### config.mk
export PLATFORM = sky130hd
export DESIGN_NAME = signed_int16_to_decimal_ascii
export DESIGN_NICKNAME = d
export VERILOG_FILES = /design/src/design/sidc_pkg.sv /design/src/design/signed_int16_to_decimal_ascii.sv /design/src/design/sidc_cell.sv /design/src/design/sidc_ser.sv
export SDC_FILE = /design/constraint.sdc
export NUM_CORES = 1
export LEC_CHECK = 0
export BUFFER_PORTS_ARGS = -buffer_cell sky130_fd_sc_hd__buf_2
export CAP_MARGIN = 20
export CORE_MARGIN = 3
export CORE_UTILIZATION = 50
export CTS_CLUSTER_DIAMETER = 120
export CTS_CLUSTER_SIZE = 40
export DETAILED_ROUTE_END_ITERATION = 10
export GPL_TIMING_DRIVEN = 0
export PLACE_DENSITY_LB_ADDON = 0.15
export SYNTH_ARGS = -nofsm -noshare
export SYNTH_HDL_FRONTEND = slang
export SYNTH_SLANG_ARGS = --single-unit
### constraint.sdc
create_clock -name aclk -period 5 [get_ports aclk]
set_clock_uncertainty 0.2 [all_clocks]
set_input_delay 0.75 -clock aclk [delete_from_list [all_inputs] [get_ports aclk]]
set_output_delay 0.75 -clock aclk [all_outputs]
set_load 0.01 [all_outputs]
### src/design/sidc_pkg.sv
// ----------------------------------------------------------------------------
// sidc_pkg
// widths, character codes and the double-dabble step shared by the block
// ----------------------------------------------------------------------------
package sidc_pkg;

    localparam int VALUE_W    = 16;
    localparam int NUM_DIGITS = 5;
    localparam int BCD_W      = 4 * NUM_DIGITS;
    localparam int CHAR_W     = 8;
    localparam int IDX_W      = $clog2(NUM_DIGITS);
    localparam int NUM_CELLS  = VALUE_W;

    localparam logic [CHAR_W-1:0] CHAR_MINUS = 8'd45;
    localparam logic [CHAR_W-1:0] CHAR_ZERO  = 8'd48;
    localparam logic [IDX_W-1:0]  LAST_IDX   = IDX_W'(NUM_DIGITS - 1);

    typedef struct packed {
        logic               valid;
        logic               neg;
        logic [VALUE_W-1:0] bin;
        logic [BCD_W-1:0]   bcd;
    } word_t;

    // one shift-and-add-3 step
    function automatic word_t dabble_step(word_t w);
        word_t            r;
        logic [BCD_W-1:0] adj;
        r   = w;
        adj = w.bcd;
        for (int d = 0; d < NUM_DIGITS; d++) begin
            if (adj[4*d +: 4] >= 4'd5) begin
                adj[4*d +: 4] = adj[4*d +: 4] + 4'd3;
            end
        end
        {r.bcd, r.bin} = {adj[BCD_W-2:0], w.bin, 1'b0};
        return r;
    endfunction

endpackage

### src/design/signed_int16_to_decimal_ascii.sv
// ----------------------------------------------------------------------------
// path: each input word passes through the 16 dabble cells, then the serializer
//   registers, before its first character; the serializer emits one character per
//   cycle while m_ready is high and loads the next word with the last character of
//   the current one; up to 16 words are in flight in the cell chain
// reset: aresetn synchronous, clears all valid flags, no words in flight
// ----------------------------------------------------------------------------
// signed_int16_to_decimal_ascii
// signed 16-bit value to ascii characters: optional minus sign, then five decimal digits
// ----------------------------------------------------------------------------
module signed_int16_to_decimal_ascii (
    input  logic                         aclk,
    input  logic                         aresetn,
    input  logic                         s_valid,
    output logic                         s_ready,
    input  logic signed [sidc_pkg::VALUE_W-1:0] s_value,
    output logic                         m_valid,
    input  logic                         m_ready,
    output logic [sidc_pkg::CHAR_W-1:0]  m_char_code,
    output logic                         m_last_char
);
    import sidc_pkg::*;

    word_t              chain [0:NUM_CELLS];
    logic               advance;
    logic               load_ready;
    logic [VALUE_W-1:0] mag;

    // magnitude without overflow, -32768 gives 0x8000
    assign mag = s_value[VALUE_W-1] ? (VALUE_W'(0) - VALUE_W'(s_value)) : VALUE_W'(s_value);

    assign chain[0] = '{valid: s_valid, neg: s_value[VALUE_W-1], bin: mag, bcd: '0};

    assign advance = !chain[NUM_CELLS].valid || load_ready;
    assign s_ready = advance;

    for (genvar i = 0; i < NUM_CELLS; i++) begin : g_cell
        sidc_cell u_cell (
            .aclk     (aclk),
            .aresetn  (aresetn),
            .advance  (advance),
            .word_in  (chain[i]),
            .word_out (chain[i+1])
        );
    end

    sidc_ser u_ser (
        .aclk        (aclk),
        .aresetn     (aresetn),
        .word_in     (chain[NUM_CELLS]),
        .load_ready  (load_ready),
        .m_valid     (m_valid),
        .m_ready     (m_ready),
        .m_char_code (m_char_code),
        .m_last_char (m_last_char)
    );

endmodule

### src/design/sidc_cell.sv
// ----------------------------------------------------------------------------
// sidc_cell
// one double-dabble step on a word in flight, registered, stalls on hold
// ----------------------------------------------------------------------------
module sidc_cell (
    input  logic           aclk,
    input  logic           aresetn,
    input  logic           advance,
    input  sidc_pkg::word_t word_in,
    output sidc_pkg::word_t word_out
);
    import sidc_pkg::*;

    logic  valid_reg;
    logic  valid_next;
    word_t data_reg;
    word_t data_next;

    always_comb begin
        valid_next = advance ? word_in.valid : valid_reg;
        data_next  = advance ? dabble_step(word_in) : data_reg;
    end

    always_ff @(posedge aclk) begin
        if (!aresetn) begin
            valid_reg <= 1'b0;
        end else begin
            valid_reg <= valid_next;
        end
    end

    always_ff @(posedge aclk) begin
        data_reg <= data_next;
    end

    always_comb begin
        word_out       = data_reg;
        word_out.valid = valid_reg;
    end

endmodule

### src/design/sidc_ser.sv
// ----------------------------------------------------------------------------
// sidc_ser
// character serializer: optional minus sign, then the bcd digits msd first
// ----------------------------------------------------------------------------
module sidc_ser (
    input  logic                        aclk,
    input  logic                        aresetn,
    input  sidc_pkg::word_t             word_in,
    output logic                        load_ready,
    output logic                        m_valid,
    input  logic                        m_ready,
    output logic [sidc_pkg::CHAR_W-1:0] m_char_code,
    output logic                        m_last_char
);
    import sidc_pkg::*;

    logic             busy_reg,  busy_next;
    logic             sign_reg,  sign_next;
    logic [IDX_W-1:0] idx_reg,   idx_next;
    logic [BCD_W-1:0] bcd_reg,   bcd_next;
    logic [3:0]       digit;
    logic             last;

    always_comb begin
        unique case (idx_reg)
            3'd0:    digit = bcd_reg[19:16];
            3'd1:    digit = bcd_reg[15:12];
            3'd2:    digit = bcd_reg[11:8];
            3'd3:    digit = bcd_reg[7:4];
            default: digit = bcd_reg[3:0];
        endcase
    end

    assign last        = !sign_reg && (idx_reg == LAST_IDX);
    assign m_valid     = busy_reg;
    assign m_last_char = last;
    assign m_char_code = sign_reg ? CHAR_MINUS : (CHAR_ZERO + {4'd0, digit});
    assign load_ready  = !busy_reg || (m_ready && last);

    always_comb begin
        busy_next = busy_reg;
        sign_next = sign_reg;
        idx_next  = idx_reg;
        bcd_next  = bcd_reg;
        if (busy_reg && m_ready) begin
            if (sign_reg) begin
                sign_next = 1'b0;
            end else if (idx_reg == LAST_IDX) begin
                busy_next = 1'b0;
            end else begin
                idx_next = idx_reg + 1'b1;
            end
        end
        if (word_in.valid && load_ready) begin
            busy_next = 1'b1;
            sign_next = word_in.neg;
            idx_next  = '0;
            bcd_next  = word_in.bcd;
        end
    end

    always_ff @(posedge aclk) begin
        if (!aresetn) begin
            busy_reg <= 1'b0;
            sign_reg <= 1'b0;
            idx_reg  <= '0;
        end else begin
            busy_reg <= busy_next;
            sign_reg <= sign_next;
            idx_reg  <= idx_next;
        end
    end

    always_ff @(posedge aclk) begin
        bcd_reg <= bcd_next;
    end

endmodule

# After elaboration in Yosys (flattened, before gate mapping)
# Index checks and enable logic that the tools add are counted.
# classes
addsub,68
magnitude_cmp,65
eq_ne,5
muxes,74
n_bitwise,3
n_reduce_logical,15
# ops
op,count
"4-bit by 3-bit greater-or-equal comparator with 1-bit output, second input constant",60
"4-bit by 2-bit adder with 4-bit output, second input constant",50
4-bit two-way mux,50
"3-bit by 2-bit adder with 3-bit output, second input constant",10
3-bit two-way mux,10
4-bit one-hot mux with 4 select lines,1
"1-bit by 16-bit subtractor with 16-bit output, first input constant",1
15-bit two-way mux,1
"1-bit by 2-bit adder with 3-bit output, both inputs constant",4
"1-bit by 3-bit greater-or-equal comparator with 1-bit output, both inputs constant",4
1-bit two-way mux,11
8-bit two-way mux,1
"6-bit by 4-bit adder with 7-bit output, first input constant",1
"3-bit by 2-bit equality test with 1-bit output, second input constant",2
3-bit AND reduction,2
1-bit logical AND,4
2-bit nonzero test,2
"1-bit by 2-bit adder with 3-bit output, second input constant",1
"3-bit by 1-bit adder with 3-bit output, second input constant",1
"3-bit by 1-bit equality test with 1-bit output, second input constant",1
"3-bit equality test, second input constant",1
"1-bit by 3-bit greater-or-equal comparator with 1-bit output, second input constant",1
1-bit logical NOT,3
3-bit logical NOT,1
4 further kinds,7
# totals
register_bits,438
in_bits,20
out_inout_bits,11
elab_cells,302

# Logic depth before layout (Yosys ltp)
# depth
depth_word,7
ltp_mapped,7
depth_no_buf,6

# Cells and area by module
# Synthesis repeated with hierarchy kept, for this count alone.
# unflattened
hier_cells,2021
hier_area_um2,27441.3
# modules_own_cells
mod,instances,cells_each,area_each_um2,seq_area_each_um2
sidc_cell,16,118,1622.8,1101.1
sidc_ser,1,81,1102.3,700.7
signed_int16_to_decimal_ascii,1,52,374.1,0.0

# Worst setup path after synthesis
# OpenSTA, ideal clock, no wires.
# synth_path
kind,input port to output port
start,input m_ready
end,output s_ready
arrival_time_ps,3339
required_ps,4050
path_slack_ps,711
path_stages,4
path_buffers,2
cell_sequence,nand4b_1 -> nand3_1 -> buf_2 -> buf_4
# synth_via
elab_chain_cells,3
# synth_lines
element,line_no,text
start: declaration,signed_int16_to_decimal_ascii.sv:18,"input logic m_ready,"
1-bit logical AND,sidc_ser.sv:38,assign load_ready = !busy_reg || (m_ready && last);
1-bit logical OR,sidc_ser.sv:38,
1-bit logical OR,signed_int16_to_decimal_ascii.sv:34,assign advance = !chain[NUM_CELLS].valid || load_ready;
end: declaration,signed_int16_to_decimal_ascii.sv:15,"output logic s_ready,"
# Every way passes these cells.

# Worst setup path after layout
# layout_path
start,register u_ser.idx_reg[0]
end,output s_ready
# layout_via
elab_chain_cells,5
# layout_lines
element,line_no,text
start: declaration,sidc_ser.sv:19,"logic [IDX_W-1:0] idx_reg, idx_next;"
start signal: assignment,sidc_ser.sv:70,idx_reg <= idx_next;
3-bit equality test,sidc_ser.sv:34,assign last = !sign_reg && (idx_reg == LAST_IDX);
1-bit logical AND,sidc_ser.sv:34,
1-bit logical AND,sidc_ser.sv:38,
1-bit logical OR,sidc_ser.sv:38,
1-bit logical OR,signed_int16_to_decimal_ascii.sv:34,
# Every way passes these cells.

==> run_results.csv <==
group,metric,value,unit
outcome,status,"completed",
critical_path,cp_slowest_stage_delay,0.56,ns
clock_network,cts_tree,"yes",
cells_and_area,diodes,0,
sta,period_share,75.36,%
detailed_routing,wl_per_cell,11.50,µm
pwr,swShare,27.07,%
placed_design,dpl.cell_count,1441,
pwr,combPwrFrac,21.8,%
detailed_routing,viasPerCell,4.953,
clock_network,hold_buffers,0,
cells_and_area,final_cell_area,0.01563,mm²
synth,syn-instance-count,1033,
sta,maxSlewViolCount,0,
detailed_routing,num_vias,7237,
synth,synth_seq_cells,347,
clock_network,cts_sinks,347,
cells_and_area,nets,1178,
clock_network,cts_setup_buffers,0,
sta,worstMarginPinSlew,0.7020,ns
pwr,p_int,5266,µW
sta,fmax,0.2654,GHz
critical_path,cp_slowest_cell,"buf_8",
global_route,grt_pass1_wl,28.74,mm
detailed_routing,first_iter_violations,287,
critical_path,path_cells,"inv_1 > ha_1 > nand4b_1 > nand3_1 > buf_2 > buf_8 > buf_2",
synth,synth_top_area_cell,"edfxtp_1",
critical_path,cp_common_cell,"buf_2",
sta,grt_setup_unrepaired,"no",
clock_network,cts-root-buf,"clkbuf_16",
synth,yosysUniqueCellTypes,42,
synth,ys_seq_area_share,70.02,%
sta,fin_tns_setup,0,ns
critical_path,r2r_start,"u_ser.idx_reg[0]",
critical_path,crit_arrival,2.82,ns
synth,syn-cell-area,0.01458,mm²
clock_network,cts_resized,0,
cells_and_area,fin_cells,1461,
pwr,ir_drop,0.3041,mV
job,drv_cap,0,
clock_network,cts.clk_slew.worst_paths,0.14,ns
pwr,p_leak,0.006418,µW
min_path,min_from,"g_cell[4].u_cell.word_out[30]",
global_route,track_usage,10.73,%
detailed_routing,drc,0,
synth,synth-edff-count,326,
global_route,grt_max_degree,117,
floorplanning,core-area,0.02824,mm²
cells_and_area,largest_reg_flops,306,
detailed_routing,routed_wl,16.80,mm
cells_and_area,layout-drive-gt1-share,5.078,%
synth,synthTopCellsByArea,"edfxtp_1 (67%), ha_1 (7.0%), nand2_1 (3.6%)",
pwr,p_clk_share,17.8,%
critical_path,crit_fanout,91,
clock_network,numCtsBuffers,12,
critical_path,setup.worst_path.start,"u_ser.idx_reg[0]",
critical_path,reg2reg_setup_slack,1.83,ns
detailed_routing,firstDrtPassIters,4,
synth,yosysMostFrequentCell,"edfxtp_1",
placed_design,port_buffers,26,
synth,ys_top_cells_by_count,"edfxtp_1 (326), nand2_1 (139), inv_1 (88), ha_1 (81), o21ai_0 (68)",
placed_design,place_area,0.01527,mm²
pwr,p_sw,1955,µW
floorplanning,die_h,176.8,µm
synth,synth.avg_cell_area,14.11,µm²
synth,ys_dominant_reg_cell,"edfxtp_1",
clock_network,clkLatencyLatePin,0.51,ns
global_route,gr-total-overflow,0,
critical_path,critPathKind,"reg -> out",
floorplanning,rows,61,
critical_path,start_kind,"register",
critical_path,cp_data_required_time,4.05,ns
placed_design,dp_hpwl,11.02,mm
sta,hold_viol,0,
global_route,grt_pass1_vias,6875,
placed_design,place_congestion,0.6994,
cells_and_area,fillers,2329,
detailed_routing,ant_nets,0,
synth,yosys_warnings,0,
pwr,power_density,461.9,mW/mm²
critical_path,worstSetupEndpointType,"output port",
sta,finalSetupViolCount,0,
clock_network,h-tree-depth,1,
floorplanning,initial_utilization,51.63,%
floorplanning,die_area,0.03125,mm²
cells_and_area,areaGrowthSynthToFinish,7.217,%
sta,slew_headroom,53.20,%
min_path,hold_path_class,"reg -> reg",
floorplanning,dieWidth,176.8,µm
global_route,antenna_found_initial,0,
synth,async_reset_ff_share,0,%
floorplanning,io_pins,31,
pwr,finalPower,7221,µW
synth,synth_top_area_share,67.14,%
clock_network,ctsLongestPathBuffers,3,
sta,fin_crit,3.768,ns
pwr,power_frac_seq,60.4,%
per-layer routing:
layer	global-route usage (%)	vias to the layer above	wire (µm)
li1	-	3746	-
met1	11.26	3418	7019
met2	22.04	49	9073
met3	1.609	24	349
met4	2.619	0	356
met5	0	-	0
worst max-delay path: cells and delay by family, from the launching register on:
kind                     cells  cell delay (ns)
buffers and inverters        4             1.18
flip-flops                   1             0.36
AND/OR/NAND/NOR              2             0.36
adder cells (fa/ha/maj)      1             0.35
stage by stage:
stage | hold slack (ns) | setup WS [ns] | utilization [%]
after floorplan | 0.2003 | 0.7108 | -
after global placement | 0.2003 | -0.7585 | 53.78
after detailed placement | 0.2045 | 1.728 | 54.07
after CTS | 0.2045 | 1.195 | 55.36
after global routing | 0.1971 | 1.026 | 55.36
final | 0.2230 | 1.232 | 55.36
cell usage in the layout (no fill, tap or decap), drive strengths merged, types with 3 or more instances in the layout:
master | netlist | routed
edfxtp | 326 | 326
nand2 | 139 | 139
inv | 88 | 88
ha | 81 | 81
o21ai | 68 | 68
nand2b | 61 | 61
mux2i | 51 | 51
nor2 | 46 | 46
a21oi | 43 | 43
xnor2 | 42 | 42
buf | 6 | 35
clkbuf | 5 | 24
dfxtp | 21 | 21
xor2 | 6 | 6
o22a | 5 | 5
a222oi | 4 | 4
a211oi | 4 | 4
nand3 | 3 | 3
or3 | 3 | 3
o221ai | 3 | 3
conb | 2 | 3
nor4 | 3 | 3
o41ai | 3 | 3
final timing paths:
| path | cells after the start | end |
|---|---|---|
| max | 7 | s_ready |
| min | 0 | g_cell[5].u_cell.word_out[31] |
| max reg2reg | 7 | g_cell[13].u_cell.word_out[14] |
| min reg2reg | 0 | g_cell[5].u_cell.word_out[31] |
logic make-up after synthesis:
logic type                 count (synthesis)  share of synthesized area (%)
DFF                                      347                          70.02
adders and majority gates                 81                          6.951
buffers and inverters                     99                          2.669
xor gates and xnor gates                  48                          2.883
and+or+nand+nor                          264                          8.264
muxes                                     51                          3.501
AOI/OAI and AO/OA                        141                          5.655
other                                      2                        0.05151
final cells by class:
class / count / area (µm²) / area share [%]
buffer: 11 / 66.31 / 0.4242
multi-input combinational: 588 / 3989 / 25.52
clock inverter: 1 / 16.27 / 0.1040
timing repair buffer: 29 / 200.2 / 1.281
clock buffer: 19 / 347.8 / 2.225
inverter: 88 / 330.3 / 2.113
sequential: 347 / 10210 / 65.31
tap: 378 / 473.0 / 3.025
power by group through the flow:
stage	logic (µW)	registers, µW	clock network, µW
2_1_floorplan	1350	4340	0
3_3_place_gp	1530	4410	0
3_5_place_dp	1610	4440	0
4_1_cts	1610	4370	1360
5_1_grt	1860	4450	1440
6_report	1580	4360	1280
No activity file was read; power rests on OpenSTA's default activity.
